--- config.mk ---
export PLATFORM = sky130hd
export DESIGN_NAME = dual_servo_pwm_generator
export DESIGN_NICKNAME = d
export VERILOG_FILES = /design/src/rtl/dspg_pkg.sv /design/src/rtl/dspg_rem_unit.sv /design/src/rtl/dual_servo_pwm_generator.sv
export SDC_FILE = /design/constraint.sdc
export NUM_CORES = 1
export LEC_CHECK = 0
export ABC_AREA = 1
export BUFFER_PORTS_ARGS = -buffer_cell sky130_fd_sc_hd__buf_2
export CORE_MARGIN = 2
export CORE_UTILIZATION = 63
export DETAILED_ROUTE_END_ITERATION = 12
export PLACE_DENSITY_LB_ADDON = 0.12
export SLEW_MARGIN = 10
export SYNTH_ARGS = -nofsm -noshare
export SYNTH_HDL_FRONTEND = slang
export SYNTH_HIERARCHICAL = 1
export SYNTH_SLANG_ARGS = --single-unit
--- constraint.sdc ---
create_clock -name clock -period 5.6 [get_ports clock]
set_clock_uncertainty 0.1 [all_clocks]
set_input_delay 1.12 -clock clock [delete_from_list [all_inputs] [get_ports clock]]
set_output_delay 1.12 -clock clock [all_outputs]
set_load 0.05 [all_outputs]
--- src/rtl/dspg_pkg.sv ---
// Shared types, codes and constants for the dual servo pulse generator.
// No dependencies; imported by every module of the block and of its bench.
`timescale 1ns / 1ps

package dspg_pkg;

   // Field and register widths
   localparam int MODE_W     = 2;
   localparam int ID_W       = 2;
   localparam int POS_W      = 8;
   localparam int TMO_W      = 16;
   localparam int TICK_W     = 8;
   localparam int UPTIME_W   = 32;
   localparam int INTERVAL_W = 16;
   localparam int CSR_IDX_W  = 3;
   localparam int CSR_DATA_W = 16;

   localparam int NUM_SERVOS_DEF = 2;

   // Frame length in ms; an accepted timeout must exceed it
   localparam logic [TMO_W-1:0] FRAME_MS   = TMO_W'(20);
   localparam logic [POS_W-1:0] CENTRE_POS = POS_W'(128);

   // Command codes
   localparam logic [MODE_W-1:0] MODE_TICK    = 2'd0;
   localparam logic [MODE_W-1:0] MODE_SET     = 2'd1;
   localparam logic [MODE_W-1:0] MODE_SET_TMO = 2'd2;
   localparam logic [MODE_W-1:0] MODE_READ    = 2'd3;

   // Servo ids
   localparam logic [ID_W-1:0] SERVO_Z = 2'd0;
   localparam logic [ID_W-1:0] SERVO_X = 2'd1;

   // Configuration register indexes
   localparam logic [CSR_IDX_W-1:0] REG_REVERSE_Z       = 3'd0;
   localparam logic [CSR_IDX_W-1:0] REG_POWER_OFF_CODE  = 3'd1;
   localparam logic [CSR_IDX_W-1:0] REG_START_DELAY     = 3'd2;
   localparam logic [CSR_IDX_W-1:0] REG_STEP_TICKS      = 3'd3;
   localparam logic [CSR_IDX_W-1:0] REG_STOP_PERIOD     = 3'd4;
   localparam logic [CSR_IDX_W-1:0] REG_STOP_REPEATS    = 3'd5;
   localparam logic [CSR_IDX_W-1:0] REG_UPDATE_INTERVAL = 3'd6;

   // Register reset values
   localparam logic [TICK_W-1:0]     START_DELAY_RST = 8'd129;
   localparam logic [TICK_W-1:0]     STEP_TICKS_RST  = 8'd2;
   localparam logic [TICK_W-1:0]     STOP_PERIOD_RST = 8'd255;
   localparam logic [TICK_W-1:0]     STOP_REPEATS_RST = 8'd19;
   localparam logic [INTERVAL_W-1:0] UPDATE_INTERVAL_RST = 16'd500;

   // Frame phase
   typedef enum logic [2:0] {
      PH_START  = 3'b001,
      PH_SWEEP  = 3'b010,
      PH_FILLER = 3'b100
   } phase_type;

   // Item sequencer
   typedef enum logic [1:0] {
      ST_IDLE = 2'b01,
      ST_REM  = 2'b10
   } seq_state_type;

   // Handshake between sequencer and remainder unit
   typedef struct packed {
      logic done;
      logic rem_zero;
   } rem_status_type;

endpackage

--- src/rtl/dspg_rem_unit.sv ---
// Bit-serial remainder unit: uptime modulo update interval, one bit a cycle.
// Depends on dspg_pkg for widths and the status struct.
`timescale 1ns / 1ps

module dspg_rem_unit
   import dspg_pkg::*;
(
   input  logic                  clock,
   input  logic                  reset,
   input  logic                  start,
   input  logic [UPTIME_W-1:0]   dividend,
   input  logic [INTERVAL_W-1:0] divisor,
   output rem_status_type        status
);

   localparam int CNT_W = $clog2(UPTIME_W);
   localparam logic [CNT_W-1:0] CNT_LAST = CNT_W'(UPTIME_W - 1);

   logic                  busy_ff, busy_in;
   logic                  done_ff, done_in;
   logic [CNT_W-1:0]      cnt_ff, cnt_in;
   logic [UPTIME_W-1:0]   dvd_ff, dvd_in;
   logic [INTERVAL_W-1:0] dsr_ff, dsr_in;
   logic [INTERVAL_W-1:0] rem_ff, rem_in;
   logic [INTERVAL_W:0]   trial;
   logic [INTERVAL_W:0]   diff;

   // One restoring step: shift in the next dividend bit, subtract if it fits
   always_comb begin
      trial   = {rem_ff, dvd_ff[UPTIME_W-1]};
      diff    = trial - {1'b0, dsr_ff};
      busy_in = busy_ff;
      done_in = 1'b0;
      cnt_in  = cnt_ff;
      dvd_in  = dvd_ff;
      dsr_in  = dsr_ff;
      rem_in  = rem_ff;
      if (start) begin
         busy_in = 1'b1;
         cnt_in  = '0;
         dvd_in  = dividend;
         dsr_in  = divisor;
         rem_in  = '0;
      end else if (busy_ff) begin
         dvd_in = {dvd_ff[UPTIME_W-2:0], 1'b0};
         if (trial >= {1'b0, dsr_ff}) begin
            rem_in = diff[INTERVAL_W-1:0];
         end else begin
            rem_in = trial[INTERVAL_W-1:0];
         end
         cnt_in = cnt_ff + CNT_W'(1);
         if (cnt_ff == CNT_LAST) begin
            busy_in = 1'b0;
            done_in = 1'b1;
         end
      end
   end

   always_ff @(posedge clock) begin
      if (reset) begin
         busy_ff <= 1'b0;
         done_ff <= 1'b0;
         cnt_ff  <= '0;
      end else begin
         busy_ff <= busy_in;
         done_ff <= done_in;
         cnt_ff  <= cnt_in;
      end
      dvd_ff <= dvd_in;
      dsr_ff <= dsr_in;
      rem_ff <= rem_in;
   end

   assign status.done     = done_ff;
   assign status.rem_zero = (rem_ff == '0);

endmodule

--- src/rtl/dual_servo_pwm_generator.sv ---
// Dual servo pulse generator: frame timer, command decode and item sequencer.
// An item's result is registered in the cycle after its acceptance; a tick that
// starts a frame with a non-zero update interval waits for the 32 one-bit steps
// of the shared remainder unit. One item at a time is in work.
// Synchronous active-high reset; servos at centre, pins low, filler phase.
// Depends on dspg_pkg and dspg_rem_unit.
`timescale 1ns / 1ps

module dual_servo_pwm_generator
   import dspg_pkg::*;
#(
   parameter int NUM_SERVOS = NUM_SERVOS_DEF
) (
   input  logic                  clock,
   input  logic                  reset,
   // item input
   input  logic                  req_valid,
   output logic                  req_ready,
   input  logic [MODE_W-1:0]     req_mode,
   input  logic [ID_W-1:0]       req_servo_id,
   input  logic [POS_W-1:0]      req_position,
   input  logic [TMO_W-1:0]      req_timeout_ms,
   // result output
   output logic                  rsp_valid,
   input  logic                  rsp_ready,
   output logic                  rsp_pin_z,
   output logic                  rsp_pin_x,
   output logic [POS_W-1:0]      rsp_read_value,
   output logic                  rsp_update_pulse,
   // configuration writes
   input  logic                  csr_valid,
   output logic                  csr_ready,
   input  logic [CSR_IDX_W-1:0]  csr_index,
   input  logic [CSR_DATA_W-1:0] csr_wdata
);

   // Configuration registers
   logic                  reverse_z_ff;
   logic [POS_W-1:0]      power_off_code_ff;
   logic [TICK_W-1:0]     start_delay_ff;
   logic [TICK_W-1:0]     step_ticks_ff;
   logic [TICK_W-1:0]     stop_period_ff;
   logic [TICK_W-1:0]     stop_repeats_ff;
   logic [INTERVAL_W-1:0] update_interval_ff;

   // Frame and servo state
   phase_type             phase_ff, phase_in;
   logic [TICK_W-1:0]     tick_ff, tick_in;
   logic [TICK_W-1:0]     step_ff, step_in;
   logic [POS_W-1:0]      pos_ff [NUM_SERVOS];
   logic [POS_W-1:0]      pos_in [NUM_SERVOS];
   logic [NUM_SERVOS-1:0] pins_ff, pins_in;
   logic [UPTIME_W-1:0]   uptime_ff, uptime_in;
   logic [TMO_W-1:0]      stop_ff, stop_in;

   // Sequencer and result registers
   seq_state_type         state_ff, state_in;
   logic                  rsp_valid_ff, rsp_valid_in;
   logic                  rsp_pin_z_ff, rsp_pin_x_ff;
   logic [POS_W-1:0]      rsp_read_value_ff;
   logic                  rsp_update_pulse_ff;

   logic                  req_fire;
   logic                  frame_start;
   logic                  rem_start;
   logic [TICK_W-1:0]     period;
   logic [TICK_W-1:0]     tick_inc;
   logic [TICK_W-1:0]     step_inc;
   logic [TMO_W-1:0]      stop_dec;
   logic                  id_ok;
   logic                  rev_id;
   logic [POS_W-1:0]      set_pos;
   logic [POS_W-1:0]      raw_rd;
   logic [POS_W-1:0]      rd_value;
   logic                  pin_x_next;
   rem_status_type        rem_status;

   assign csr_ready = 1'b1;
   assign req_ready = (state_ff == ST_IDLE) && (!rsp_valid_ff || rsp_ready);
   assign req_fire  = req_valid && req_ready;

   // Configuration register file
   always_ff @(posedge clock) begin
      if (reset) begin
         reverse_z_ff       <= 1'b0;
         power_off_code_ff  <= '0;
         start_delay_ff     <= START_DELAY_RST;
         step_ticks_ff      <= STEP_TICKS_RST;
         stop_period_ff     <= STOP_PERIOD_RST;
         stop_repeats_ff    <= STOP_REPEATS_RST;
         update_interval_ff <= UPDATE_INTERVAL_RST;
      end else if (csr_valid && csr_ready) begin
         unique case (csr_index)
            REG_REVERSE_Z:       reverse_z_ff       <= csr_wdata[0];
            REG_POWER_OFF_CODE:  power_off_code_ff  <= csr_wdata[POS_W-1:0];
            REG_START_DELAY:     start_delay_ff     <= csr_wdata[TICK_W-1:0];
            REG_STEP_TICKS:      step_ticks_ff      <= csr_wdata[TICK_W-1:0];
            REG_STOP_PERIOD:     stop_period_ff     <= csr_wdata[TICK_W-1:0];
            REG_STOP_REPEATS:    stop_repeats_ff    <= csr_wdata[TICK_W-1:0];
            REG_UPDATE_INTERVAL: update_interval_ff <= csr_wdata[INTERVAL_W-1:0];
            default: ;
         endcase
      end
   end

   // Period of the current phase
   always_comb begin
      unique case (phase_ff)
         PH_START: period = start_delay_ff;
         PH_SWEEP: period = step_ticks_ff;
         default:  period = stop_period_ff;
      endcase
   end

   assign tick_inc = tick_ff + TICK_W'(1);
   assign step_inc = step_ff + TICK_W'(1);
   assign stop_dec = stop_ff - FRAME_MS;
   assign id_ok    = (int'(req_servo_id) < 2) && (int'(req_servo_id) < NUM_SERVOS);
   assign rev_id   = reverse_z_ff && (req_servo_id == SERVO_Z);

   // Position with z inversion applied (power-off code passes unchanged)
   assign set_pos = (rev_id && (req_position != power_off_code_ff)) ?
                    ~req_position : req_position;

   // Stored position of the addressed servo
   always_comb begin
      raw_rd = '0;
      for (int i = 0; i < NUM_SERVOS; i++) begin
         if (int'(req_servo_id) == i) begin
            raw_rd = pos_ff[i];
         end
      end
   end

   // Next state for one item
   always_comb begin
      phase_in    = phase_ff;
      tick_in     = tick_ff;
      step_in     = step_ff;
      pos_in      = pos_ff;
      pins_in     = pins_ff;
      uptime_in   = uptime_ff;
      stop_in     = stop_ff;
      frame_start = 1'b0;
      rd_value    = '0;
      if (req_mode == MODE_TICK) begin
         if (tick_inc < period) begin
            tick_in = tick_inc;
         end else begin
            tick_in = '0;
            unique case (phase_ff)
               PH_START: begin
                  phase_in = PH_SWEEP;
                  step_in  = TICK_W'(1);
                  for (int i = 0; i < NUM_SERVOS; i++) begin
                     if (pos_ff[i] < POS_W'(1)) pins_in[i] = 1'b0;
                  end
               end
               PH_SWEEP: begin
                  step_in = step_inc;
                  if (step_inc == '0) begin
                     phase_in = PH_FILLER;
                  end else begin
                     for (int i = 0; i < NUM_SERVOS; i++) begin
                        if (pos_ff[i] < step_inc) pins_in[i] = 1'b0;
                     end
                  end
               end
               default: begin
                  step_in = step_inc;
                  if (step_inc > stop_repeats_ff) begin
                     // new frame: raise pins, advance uptime, run down timeout
                     frame_start = 1'b1;
                     phase_in    = PH_START;
                     for (int i = 0; i < NUM_SERVOS; i++) begin
                        if (pos_ff[i] != power_off_code_ff) pins_in[i] = 1'b1;
                     end
                     uptime_in = uptime_ff + UPTIME_W'(FRAME_MS);
                     if (stop_ff != '0) begin
                        if (stop_dec < FRAME_MS) begin
                           stop_in = '0;
                           for (int i = 0; i < NUM_SERVOS; i++) begin
                              pos_in[i] = power_off_code_ff;
                           end
                        end else begin
                           stop_in = stop_dec;
                        end
                     end
                  end
               end
            endcase
         end
      end else if (id_ok) begin
         unique case (req_mode)
            MODE_SET: begin
               for (int i = 0; i < NUM_SERVOS; i++) begin
                  pos_in[i] = (int'(req_servo_id) == i) ? set_pos : power_off_code_ff;
               end
            end
            MODE_SET_TMO: begin
               if (req_timeout_ms > FRAME_MS) begin
                  stop_in = req_timeout_ms;
                  for (int i = 0; i < NUM_SERVOS; i++) begin
                     if (int'(req_servo_id) == i) pos_in[i] = set_pos;
                  end
               end
            end
            default: begin
               rd_value = (rev_id && (raw_rd != power_off_code_ff)) ? ~raw_rd : raw_rd;
            end
         endcase
      end
   end

   assign pin_x_next = (NUM_SERVOS > 1) ? pins_in[(NUM_SERVOS > 1) ? 1 : 0] : 1'b0;
   assign rem_start  = req_fire && frame_start && (update_interval_ff != '0);

   // Item sequencer
   always_comb begin
      state_in     = state_ff;
      rsp_valid_in = rsp_valid_ff;
      if (rsp_valid_ff && rsp_ready) rsp_valid_in = 1'b0;
      unique case (state_ff)
         ST_IDLE: begin
            if (req_fire) begin
               if (rem_start) begin
                  state_in = ST_REM;
               end else begin
                  rsp_valid_in = 1'b1;
               end
            end
         end
         default: begin
            if (rem_status.done) begin
               state_in     = ST_IDLE;
               rsp_valid_in = 1'b1;
            end
         end
      endcase
   end

   // State registers
   always_ff @(posedge clock) begin
      if (reset) begin
         state_ff     <= ST_IDLE;
         rsp_valid_ff <= 1'b0;
         phase_ff     <= PH_FILLER;
         tick_ff      <= '0;
         step_ff      <= '0;
         pins_ff      <= '0;
         uptime_ff    <= '0;
         stop_ff      <= '0;
         for (int i = 0; i < NUM_SERVOS; i++) begin
            pos_ff[i] <= CENTRE_POS;
         end
      end else begin
         state_ff     <= state_in;
         rsp_valid_ff <= rsp_valid_in;
         if (req_fire) begin
            phase_ff  <= phase_in;
            tick_ff   <= tick_in;
            step_ff   <= step_in;
            pins_ff   <= pins_in;
            uptime_ff <= uptime_in;
            stop_ff   <= stop_in;
            pos_ff    <= pos_in;
         end
      end
   end

   // Result payload
   always_ff @(posedge clock) begin
      if (req_fire) begin
         rsp_pin_z_ff        <= pins_in[0];
         rsp_pin_x_ff        <= pin_x_next;
         rsp_read_value_ff   <= rd_value;
         rsp_update_pulse_ff <= 1'b0;
      end else if ((state_ff == ST_REM) && rem_status.done) begin
         rsp_update_pulse_ff <= rem_status.rem_zero;
      end
   end

   // Shared remainder unit for the update pulse
   dspg_rem_unit u_rem (
      .clock    (clock),
      .reset    (reset),
      .start    (rem_start),
      .dividend (uptime_in),
      .divisor  (update_interval_ff),
      .status   (rem_status)
   );

   assign rsp_valid        = rsp_valid_ff;
   assign rsp_pin_z        = rsp_pin_z_ff;
   assign rsp_pin_x        = rsp_pin_x_ff;
   assign rsp_read_value   = rsp_read_value_ff;
   assign rsp_update_pulse = rsp_update_pulse_ff;

   // No result is shown while the remainder is still being worked out
   assert property (@(posedge clock) disable iff (reset)
      (state_ff == ST_REM) |-> !rsp_valid_ff)
      else $error("result shown during remainder run");

   // The remainder unit finishes only when the sequencer waits for it
   assert property (@(posedge clock) disable iff (reset)
      rem_status.done |-> (state_ff == ST_REM))
      else $error("remainder done outside its run");

   // A pin rises only on an item that starts a frame
   assert property (@(posedge clock) disable iff (reset)
      (|(pins_ff & ~$past(pins_ff))) |-> $past(req_fire && frame_start))
      else $error("pin raised outside frame start");

   // An update pulse is only ever reported with a valid result
   assert property (@(posedge clock) disable iff (reset)
      $rose(rsp_update_pulse_ff) |-> rsp_valid_ff)
      else $error("update pulse without result");

endmodule

# After elaboration in Yosys (flattened, before gate mapping)

Index checks and enable logic that the tools add are counted.

Flip-flop bits (word level): 227
Input port bits: 52
Output and inout bits: 14
Logic and storage cells: 188

Add/sub/neg operators: 6
Order comparisons: 10
Equal/unequal tests: 29
Muxes and demuxes: 67
Bitwise operators: 5
Reductions and logical operators: 44

Operators with widths:

| kind                    | number |
|---|---|
| $mux W16                | 18 |
| $mux W32                | 6 |
| $mux W8                 | 10 |
| $add A32 B5 Y32 const B | 1 |
| $ne A8 B8 Y1            | 4 |
| $pmux W16 S2            | 1 |
| $reduce_bool A16 Y1     | 2 |
| $lt A8 B8 Y1            | 3 |
| $reduce_and A10 Y1      | 2 |
| $mux W1                 | 19 |
| $ge A17 B16 Y1          | 1 |
| $add A8 B1 Y8 const B   | 2 |
| $gt A16 B5 Y1 const B   | 1 |
| $logic_not A16 Y1       | 1 |
| $lt A16 B5 Y1 const B   | 1 |
| $lt A8 B1 Y1 const B    | 2 |
| $mux W2                 | 8 |
| $not A8 Y8              | 2 |
| $pmux W8 S2             | 1 |
| $reduce_and A2 Y1       | 8 |
| $sub A16 B16 Y16        | 1 |
| $sub A16 B5 Y16 const B | 1 |
| $ne A2 B2 Y1 const B    | 5 |
| $reduce_bool A2 Y1      | 5 |
| other kinds (28)        | 56 |

# Longest topological paths before layout

Gate-level depths: netlist of the first run.

Depth after elaboration: 11
Gate-level depth with buffers: 22
Mapped depth without buffers: 20

# By module

Netlist of the first run, hierarchy kept.

Modules (own cells, without submodules):

| module                   | times used | cells an instance | area an instance (um^2) | seq. area each (um^2) |
|---|---|---|---|---|
| dual_servo_pwm_generator | 1          | 1471              | 9587.9                  | 3183.1 |
| dspg_rem_unit            | 1          | 522               | 4073.9                  | 1901.8 |

# Worst setup path after synthesis of the first run

OpenSTA, ideal clock, no wires.

Kind: input -> register
Start point: input rsp_ready
End point: register u_rem.dvd_ff[0] (enable)
Setup time: 0.392 ns
Arrival: 4.071 ns
Required time: 5.108 ns
Setup slack: 1.037 ns
Cell stages on the path: 10
Buffers on the path: 2
Path through: nor2_1 > nor2_1 > nand2_1 > inv_1 > clkbuf_1 > nand2_1 > inv_1 > clkbuf_1 > nor2_1 > inv_1

Cells in the longest elaborated chain, start to end: 6

RTL lines:

| element                             | line                            | RTL |
|---|---|---|
| start: declaration                  | dual_servo_pwm_generator.sv:25  | `input logic rsp_ready,` |
| $logic_or A1 B1 Y1                  | dual_servo_pwm_generator.sv:79  | `assign req_ready = (state_ff == ST_IDLE) && (!rsp_valid_ff \|\| rsp_ready);` |
| $logic_and A1 B1 Y1                 | dual_servo_pwm_generator.sv:79  |  |
| named net req_ready                 | dual_servo_pwm_generator.sv:18  | `output logic req_ready,` |
| $logic_and A1 B1 Y1                 | dual_servo_pwm_generator.sv:80  | `assign req_fire = req_valid && req_ready;` |
| $logic_and A1 B1 Y1 (2 in series)   | dual_servo_pwm_generator.sv:216 | `assign rem_start = req_fire && frame_start && (update_interval_ff != '0);` |
| named net rem_start                 | dual_servo_pwm_generator.sv:65  | `logic rem_start;` |
| $reduce_bool A2 Y1 (no source line) | --                              |  |
| end signal: assignment              | dspg_rem_unit.sv:69             | `dvd_ff <= dvd_in;` |
| end: declaration                    | dspg_rem_unit.sv:22             | `logic [UPTIME_W-1:0] dvd_ff, dvd_in;` |

The timed path passes the listed nets, and every way through them passes these cells.
A chain may end at the register's enable or synchronous reset.

# Worst setup path after layout of the first run

Start point: register phase_ff[2]
End point: register u_rem.dvd_ff[8] (enable)

Cells in the longest elaborated chain, start to end: 8
Elaborated cells between the ends (all ways): 11
Those cells by class: 1 x order compare; 2 x eq/ne; 4 x mux; 4 x reduce/logical

RTL lines:

| element                                                | line                                                             | RTL |
|---|---|---|
| start: declaration                                     | dual_servo_pwm_generator.sv:47                                   | `phase_type phase_ff, phase_in;` |
| start signal: assignment                               | dual_servo_pwm_generator.sv:260                                  | `phase_ff <= phase_in;` |
| $eq A3 B2 Y1 / $eq A3 B1 Y1 (equally long branches)    | dual_servo_pwm_generator.sv:108, dual_servo_pwm_generator.sv:151 |  |
| $pmux W8 S2 / $reduce_or A2 Y1 (equally long branches) | --                                                               |  |
| $lt A8 B8 Y1 / $mux W1 (equally long branches)         | dual_servo_pwm_generator.sv:147, dual_servo_pwm_generator.sv:151 |  |
| $mux W1 (*)                                            | dual_servo_pwm_generator.sv:147                                  | `if (tick_inc < period) begin` |
| $mux W1 (*)                                            | dual_servo_pwm_generator.sv:146                                  | `if (req_mode == MODE_TICK) begin` |
| $logic_and A1 B1 Y1 (*) (2 in series)                  | dual_servo_pwm_generator.sv:216                                  |  |
| named net rem_start                                    | dual_servo_pwm_generator.sv:65                                   |  |
| $reduce_bool A2 Y1 (no source line) (*)                | --                                                               |  |

Mark *: on every way through the listed nets, which the timed path passes. The rest lies on a longest branch.

==> impl.org, run 1 <==
** Outcome
- The run finished with clean final reports.

** Floorplan
- Row count :: 53
- Effective utilization at floorplan :: 0.6458
- Pin placement for this block handled 66 I/O pins.
- The floorplan step defined a core boundary enclosing 21,150 um2.
- DIE AREA :: 22,880 um2
- The die is 151.3 um tall.
- Chip Width :: 151.3 um

** Detailed routing
- After detailed routing, the number of remaining DRC violations is 0.
- In this run the remaining antenna-violating nets after routing total 0.
- Via count :: around 13,000
- Routed Wire Length :: 34,600 um
- The detailed router finished its first iteration with about 1,100 violations.
- In the routed layout, each cell is associated on average with a via count of 5.580.
- DRT Pass-1 Iters :: 6
- In the final routed layout, each cell accounts on average for ~15 um.

** Timing
- Dividing the final minimum period by the clock period gives 0.9029.
- The final count of pins violating max slew came to 0.
- In this run the tightest slew margin relative to its limit is 0.2128.
- Setup slack on the critical path of the routed design comes to between 0.5 and 0.6 ns.
- Final hold slack :: 0.3405 ns
- After routing, the total negative slack on setup checks comes to 0 ns.
- Setup violations remaining at the end of the flow were counted as 0.
- Final Critical Period :: 5.056 ns
- Static timing analysis puts the maximum clock frequency at 197.8 MHz.
- At the pin with the least slew margin, the transition time is 1.176 ns.
- Fin. Hold Viols :: 0
- Setup repair after global routing left no endpoint under its margin.

** Power and ir drop
- The share of total power dissipated in combinational logic is 0.112.
- The share of total power dissipated in sequential elements is 0.456.
- The internal power of the cells totals 2.859 mW.
- Leakage power summed over all cells :: 7.184 nW
- Power per Cell Area :: 259.0 nW/um2
- Switch share :: 0.2602
- The share of total power dissipated in the clock network is 0.432.
- VDD sags by at most between 0.2 and 0.25 mV.
- The analysis attributes to net switching a power of 1.006 mW.

** Synthesis
- Of the total synthesized cell area, the portion taken by XOR and XNOR cells is 0.03205.
- Summed over all instances, the cell type with the most area after synthesis is dfxtp_1.
- Each instance of the synthesized netlist takes up on average just under 7 um2.
- Of the total synthesized cell area, the portion taken by full adders, half adders and majority gates is 0.04726.
- Count of flip-flops with a built-in enable after synthesis :: 58
- Primary flip-flop cell chosen by synthesis mapping :: dfxtp_1
- Combinational family with the most area after synthesis :: simple AND/OR/NAND/NOR gates
- Sorting the synthesized cells by area gives the leading types as dfxtp_1 24%, nand2_1 15%, edfxtp_1 13%.
- Synthesized cell area :: ~14,000 um2
- Share of cell area taken by muxes after synthesis :: 0.0007327
- During synthesis, Yosys emitted a total of 6 warnings.
- The share of synthesized area in the top cell type comes to 0.2447.
- After synthesis the netlist holds a flip-flop and latch count of approximately 230.
- Simple-gate share of the synthesized area :: 0.3354
- The complex-gate fraction of the synthesized area came to 0.1114.
- Synthesized netlist cell count :: 1,993
- Post-synth cell types :: 55
- After synthesis, the share of flip-flops with an asynchronous set or reset is 0.
- Post-synthesis sequential area ratio :: 0.3722

** Layout
- Area of combinational cells with multiple inputs :: 7208 um2
- The number of antenna diodes in the final layout is 0.
- In the layout the commonest cells are 545 x nand2_1, 274 x inv_1, 190 x nor2_1.
- At the end of the flow, the number of nets in the layout was 2,133.
- P&R area growth vs syn :: 9.214%
- In the final layout, the share of cells above drive strength 1 is 0.08150.
- Leading cell type in the layout, fill and taps excluded :: nand2_1
- Across the whole layout, storage elements account for 5085 um2.
- After filler insertion, the fill cell instance count of the layout stands at 1,848.

** Hold path
- The startpoint identified for the worst hold timing path is rsp_update_pulse$_SDFFE_PP0P_.
- End of the worst hold path :: rsp_update_pulse$_SDFFE_PP0P_
- The worst hold path passes through 2 cells.
- Path class of the lowest-slack min-delay path :: flop to flop

** Job
- Max-cap violations :: 0

** Setup path
- Family of cells with the greatest summed delay on the critical path :: simple AND/OR/NAND/NOR gates
- For the worst flop-to-flop path, the logic depth is 18.
- Data arrival time at the worst-slack endpoint :: 5.20 ns
- Along the worst path, the maximum fanout reaches 32.
- Setup slack on the worst reg-to-reg path comes out at 0.54 ns.
- STA classifies the critical path endpoint as a flop.
- Launching point of the worst reg2reg path :: phase_ff[2]$_SDFFE_PP1P_
- The endpoint identified for the worst register-to-register timing path is u_rem/dvd_ff[8]$_DFFE_PP_.
- The worst setup path is of the flop to flop kind.
- The critical path goes through inv_1 > nand3_1 > nand2_1 > clkinv_1 > a21oi_1 > ha_1 > a21oi_1 > nor2_1 > a211oi_1 > nand2_1 > buf_4 > nand2_1 > nor2_1 > nand2_1 > inv_1 > nor2_1 > inv_1 > buf_4.
- Counting both buffers and inverters, the worst setup path holds a total of 6.
- Cell with the largest stage delay on the worst path :: nor2_1
- Max incr delay on CP :: 0.67 ns
- STA puts the critical path data required time at 5.74 ns.
- Cell repeated most along the worst path :: nand2_1
- STA classifies the critical path startpoint as a flop.

** Placement
- Before CTS, the worst setup slack after placement is 0.6983 ns.
- Routability-driven placement finished with a final weighted congestion of 0.9480.
- Detailed placement ended at an HPWL of ~25,000 um.
- Number of buffers inserted by port buffering :: 64

** Clock tree
- Clock tree from TritonCTS :: yes
- The root buffer cell chosen for the clock tree is clkbuf_16.
- Number of buffers created by CTS :: 25
- Maximum level of the CTS H-tree :: 1
- Clock latency on the worst-skew pair, taken at its later pin, is 0.53 ns.
- After clock tree synthesis, the clock-pin slew on the worst setup and hold paths is around 0.060 ns.
- The number of gates resized after CTS was 0.
- Cts hold-fix bufs :: 0
- Total clock sinks :: 225
- Buffers from clock root to sink, at most :: 3
- Number of setup buffers added after CTS :: 0

** GRT
- The total overflow left after global routing is 0.
- Antenna violations before repair :: 0
- Maximum number of pins on one net before global-route repair :: 53
- The number of global-route vias before repair came to between 10,000 and 15,000.
- Total global-route track usage :: 0.3049
- Wire length of the first global-routing pass :: 56,500 um
## worst max path at each step
stage / start / to / slack, ns / depth (start not counted)
floorplan: rsp_ready / u_rem/dvd_ff[0]$_SDFFCE_PN0P_ / 1.04 / 10
global placement: phase_ff[2]$_SDFFE_PP1P_ / u_rem/rem_ff[1]$_SDFFE_PP0P_ / 0.92 / 19
detailed placement: phase_ff[2]$_SDFFE_PP1P_ / u_rem/rem_ff[5]$_SDFFE_PP0P_ / 0.70 / 19
CTS: phase_ff[2]$_SDFFE_PP1P_ / u_rem/rem_ff[4]$_SDFFE_PP0P_ / 0.64 / 19
global route: phase_ff[2]$_SDFFE_PP1P_ / u_rem/rem_ff[1]$_SDFFE_PP0P_ / 0.03 / 19
finish: phase_ff[2]$_SDFFE_PP1P_ / u_rem/dvd_ff[8]$_DFFE_PP_ / 0.54 / 18
## cell usage after synthesis, types with 6 or more instances
cell type and count:
o21ai_1 12, o22ai_1 10, edfxtp_1 58, nor2_1 190
dfxtp_1 167, clkbuf_1 44, nor3_1 35, o21ai_0 114
xnor2_1 30, xor2_1 20, nor2_4 6, nand3b_1 9
nand3_2 14, a22o_1 7, ha_1 50, inv_1 274
nor2_2 6, nand2_1 545, nand4_1 41, buf_4 8
buf_2 7, nand2_2 9, nand3_1 154, a21oi_1 112
## cells by family after synthesis
kind of cell / after synthesis
buffers and inverters: 346
multiplexers: 1
flip-flops: 225
AND/OR/NAND/NOR: 1036
adder cells (fa/ha/maj): 51
other: 2
XOR/XNOR: 50
AO/OA/AOI/OAI: 282
## cell type report
cell class / instances / area share
multi-input cells: 1423 / 0.4831
flip-flops and latches: 225 / 0.3408
inverters: 281 / 0.07069
clock buffers: 34 / 0.04621
repair buffers: 74 / 0.02650
well taps: 275 / 0.02306
clock inverters: 12 / 0.009644
## per-layer routing
metal / vias up / routed length, um / GRT usage
met5: - / 0 / 0
met4: 0 / 901 / 0.09159
met3: 72 / 2492 / 0.03735
met2: 436 / 15630 / 0.4946
met1: 5941 / 15580 / 0.4274
li1: 6520 / - / -
## per-stage QoR
stage	std cells	total power, mW	util	area, um2
2_1_floorplan	1994	2.097	-	13670
6_report	2324	3.865	0.7053	14920
4_1_cts	2324	3.875	0.7053	14920
5_1_grt	2324	4.016	0.7053	14920
3_3_place_gp	2278	2.206	0.6659	14090
3_5_place_dp	2278	2.217	0.6659	14090
## flip-flops by register name, indices dropped and copies added, names as in the netlist, 3 cells and up
register            flops
start_delay_ff          8
stop_repeats_ff         8
stop_ff                16
pos_ff                 16
uptime_ff              30
tick_ff                 8
u_rem/cnt_ff            5
step_ticks_ff           8
update_interval_ff     16
stop_period_ff          8
u_rem/dsr_ff           16
step_ff                 8
u_rem/rem_ff           16
rsp_read_value          8
phase_ff                3
u_rem/dvd_ff           32
power_off_code_ff       8
## worst min-delay path, delay by kind of cell (launching register included)
family / cells / cell delay (ns)
AOI/OAI and AO/OA: 1 / 0.05
buffers and inverters: 1 / 0.04
DFF: 1 / 0.31
## power groups by stage
stage                     registers [mW]  logic [mW]  clock network, mW
after CTS                           1.76       0.427               1.69
final                               1.76       0.433               1.67
after detailed placement            1.79       0.423                  0
after floorplan                     1.79       0.302                  0
after global placement              1.79       0.412                  0
after global routing                1.77       0.489               1.76
Note: power is estimated with default switching activity, not from simulation.
==> run 2, diff against run 1 <==
CORE_UTILIZATION = 56   (was 63)
clock period = 4.4 ns   (was 5.6 ns; I/O delays follow)
==> run 2 against run 1 <==
  * Sequential share of layout area is 0.64 points lower
  * Routed wire length increased by 3.0%
  * Largest cell class unchanged
  * Die area up 12%
==> impl.org, run 2 (synthesized netlist as in run 1, its figures left out) <==
** Clock tree
- Worst-path clk slew :: around 0.06 ns
- Post_cts resized :: 0
- Clock network latency to the later pin of the worst-skew pair :: about 0.53 ns
- Buffers from clock root to sink, at most :: 3
- Once the clock tree was built, the setup fixing pass inserted 0 buffers.
- Number of buffers created by CTS :: 26
- Root Buffer :: clkbuf_16
- Clock tree synthesis found a total of roughly 230 sinks.
- Clock tree from TritonCTS :: yes
- Maximum level of the CTS H-tree :: 1
- Cts hold-fix bufs :: 0

** Layout
- The register with the most flip-flops in the final layout is u_rem/dvd_ff.
- The multi-input combinational cells in the finished layout cover a total of 7211 um2.
- Post-Route Utilization :: 0.6308
- Commonest cells after routing, fill and taps aside :: 545 x nand2_1, 273 x inv_1, 189 x nor2_1
- Biggest regs :: u_rem/dvd_ff: 32 flops, uptime_ff: 30 flops
- Summing all non-filler instances in the final layout gives an area of 15,210 um2.
- Fill cells in the final layout number 2,283.
- Largest register FFs :: 32
- Relative to the synthesized area, the layout overhead comes to 11.30%.
- Of the cells placed in the final design, the portion with a size suffix greater than 1 is 0.08879.
- 0 antenna diodes ended up in the layout.
- Register area :: 5085 um2
- Layout Nets :: approximately 2,100
- The library cell used most frequently in the layout, excluding fill and tap cells, is nand2_1.

** Placement
- Final weighted congestion in routability-driven placement :: 0.9207
- Total placed instance area :: 14,240 um2
- Placed wire-length estimate :: 25,590 um
- Number of buffers inserted by port buffering :: 64

** Floorplan
- Chip Width :: roughly 160 um
- The die covers 25,660 um2.
- In this run the standard cell core region covers 24,110 um2.
- The die is 160.2 um tall.
- Effective utilization at floorplan :: 0.5667
- During I/O placement, the number of pins put on the boundary was 66.
- Row count :: between 50 and 60

** Hold path
- The path class of the tightest hold or removal check is flop to flop.
- End of the worst hold path :: u_rem/dsr_ff[3]$_DFFE_PP_
- The worst hold path passes through 0 cells.
- The startpoint identified for the worst hold timing path is update_interval_ff[3]$_SDFFE_PP0P_.

** GRT
- The first global-routing pass estimated around 58,000 um of wire.
- Vias in the first global route :: between 10,000 and 15,000
- In the global route stage, overall resource usage came out at 0.2716.
- Maximum number of pins on one net before global-route repair :: 52
- The number of antenna violations at the first check in global routing is 0.
- The total overflow left after global routing is 0.

** Setup path
- Worst Setup Path Type :: flop to flop
- At the worst endpoint, the required time is ~4.5 ns.
- The worst setup path is launched from a flop.
- Data arrival time at the worst-slack endpoint :: between 3 and 4 ns
- The worst register-to-register path has a setup slack of 0.57 ns.
- The worst register-to-register path has a depth of 21.
- STA classifies the critical path endpoint as a flop.
- Launching point of the worst reg2reg path :: step_ff[0]$_SDFFE_PP0P_
- In this run the critical register-to-register path is captured at u_rem/dvd_ff[16]$_DFFE_PP_.
- In this run the worst path has a maximum fanout of 39.

** Timing
- Final hold slack :: 0.3409 ns
- Fin. Hold Viols :: 0
- Setup violations remaining at the end of the flow were counted as 0.
- The clock period could shrink to 3.834 ns.
- Pins Over Slew Limit :: 0
- After routing, the total negative slack on setup checks comes to 0 ns.
- Maximum clock frequency :: 260.9 MHz
- For the pin with the worst max-slew slack, the measured transition is between 1 and 1.5 ns.
- In the finished design, the share of the clock period the worst path needs comes to 0.8713.
- RSZ-0062 raised after global routing :: false
- Remaining max-slew budget at the tightest pin :: 0.2519

** Detailed routing
- The detail route stage leaves a number of antenna-violating nets equal to 0.
- The final layout contains routed wiring with a total length of 35,620 um.
- Initial detailed-routing violation count :: 899
- DRT Pass-1 Iters :: 6
- Detailed routing inserted a total of 12,899 vias.
- Number of remaining DRC errors :: 0
- After detailed routing, the average wire length per cell comes to around 15 um.
- In the routed layout, each cell is associated on average with a via count of ~5.4.

** Power and ir drop
- Summed over all cells, the static leakage comes to 7.304 nW.
- Maximum vdd ir drop :: 0.2191 mV
- Post-layout power :: approximately 5.2 mW
- Power per Cell Area :: 342.3 nW/um2

** Job
- Max-cap violations in this run came to 0.

** Outcome
- The run finished with clean final reports.
[run 2: changes by cell type in the layout (fill, tap and decap cells not counted), moves of 2 or more]
cell	change
clkinvlp_4	-3
buf_4	+9
bufinv_16	+3
clkbuf_16	+2
[run 2: how the worst max path moves through the flow]
stage / start / endpoint / slack, ns / cells past startpoint
after CTS: step_ff[0]$_SDFFE_PP0P_ / u_rem/rem_ff[1]$_SDFFE_PP0P_ / 0.46 / 19
final: step_ff[0]$_SDFFE_PP0P_ / u_rem/dvd_ff[16]$_DFFE_PP_ / 0.57 / 21
after global placement: step_ff[0]$_SDFFE_PP0P_ / u_rem/rem_ff[1]$_SDFFE_PP0P_ / 0.65 / 19
after global routing: step_ff[0]$_SDFFE_PP0P_ / u_rem/dvd_ff[23]$_DFFE_PP_ / 0.25 / 21
after floorplan: rsp_ready / u_rem/dvd_ff[0]$_SDFFCE_PN0P_ / 0.08 / 10
after detailed placement: step_ff[0]$_SDFFE_PP0P_ / u_rem/rem_ff[1]$_SDFFE_PP0P_ / 0.50 / 19
[run 2: final cells by class]
| class | instances | area share |
|---|---|---|
| clock buffer | 36 | 0.04929 |
| sequential | 225 | 0.3344 |
| tap | 324 | 0.02666 |
| multi-input combinational | 1423 | 0.4742 |
| clock inverter | 12 | 0.01432 |
| inverter | 281 | 0.06937 |
| timing repair buffer | 84 | 0.03176 |
[run 2: critical path: stages (launching register included)]
cell	delay, ns
dfxtp_1	0.50
ha_1	0.24
nand2_2	0.09
nor2_4	0.16
inv_1	0.05
nand2_1	0.14
inv_1	0.08
ha_1	0.28
nand2_1	0.06
nor2_2	0.13
nand3_2	0.11
nand3_4	0.12
nand2_8	0.09
nor2_8	0.09
nand2_1	0.15
nor2_1	0.13
nand2_1	0.09
clkinv_1	0.11
nor2_1	0.06
buf_4	0.18
inv_1	0.06
buf_4	0.41
[run 2: per-layer routing]
metal / wire length, um / global-route usage
met2: 16730 / 0.4711
met3: 2004 / 0.02805
met5: 0 / 0
met1: 15950 / 0.3594
met4: 941 / 0.08108
[run 2: report_power, final]
part,internal [mW],switching [mW],total (mW),leakage (nW)
Sequential,2.18,0.0586,2.24,1.90
Combinational,0.185,0.368,0.554,4.93
Clock,1.54,0.870,2.41,0.476
Total,3.91,1.30,5.21,7.30
[run 2: metrics by stage]
step / setup WS, ns / instances
floorplan: 0.07700 / 1994
finish: 0.5664 / 2385
CTS: 0.4642 / 2385
detailed placement: 0.5023 / 2337
global route: 0.2548 / 2385
global placement: 0.6549 / 2337
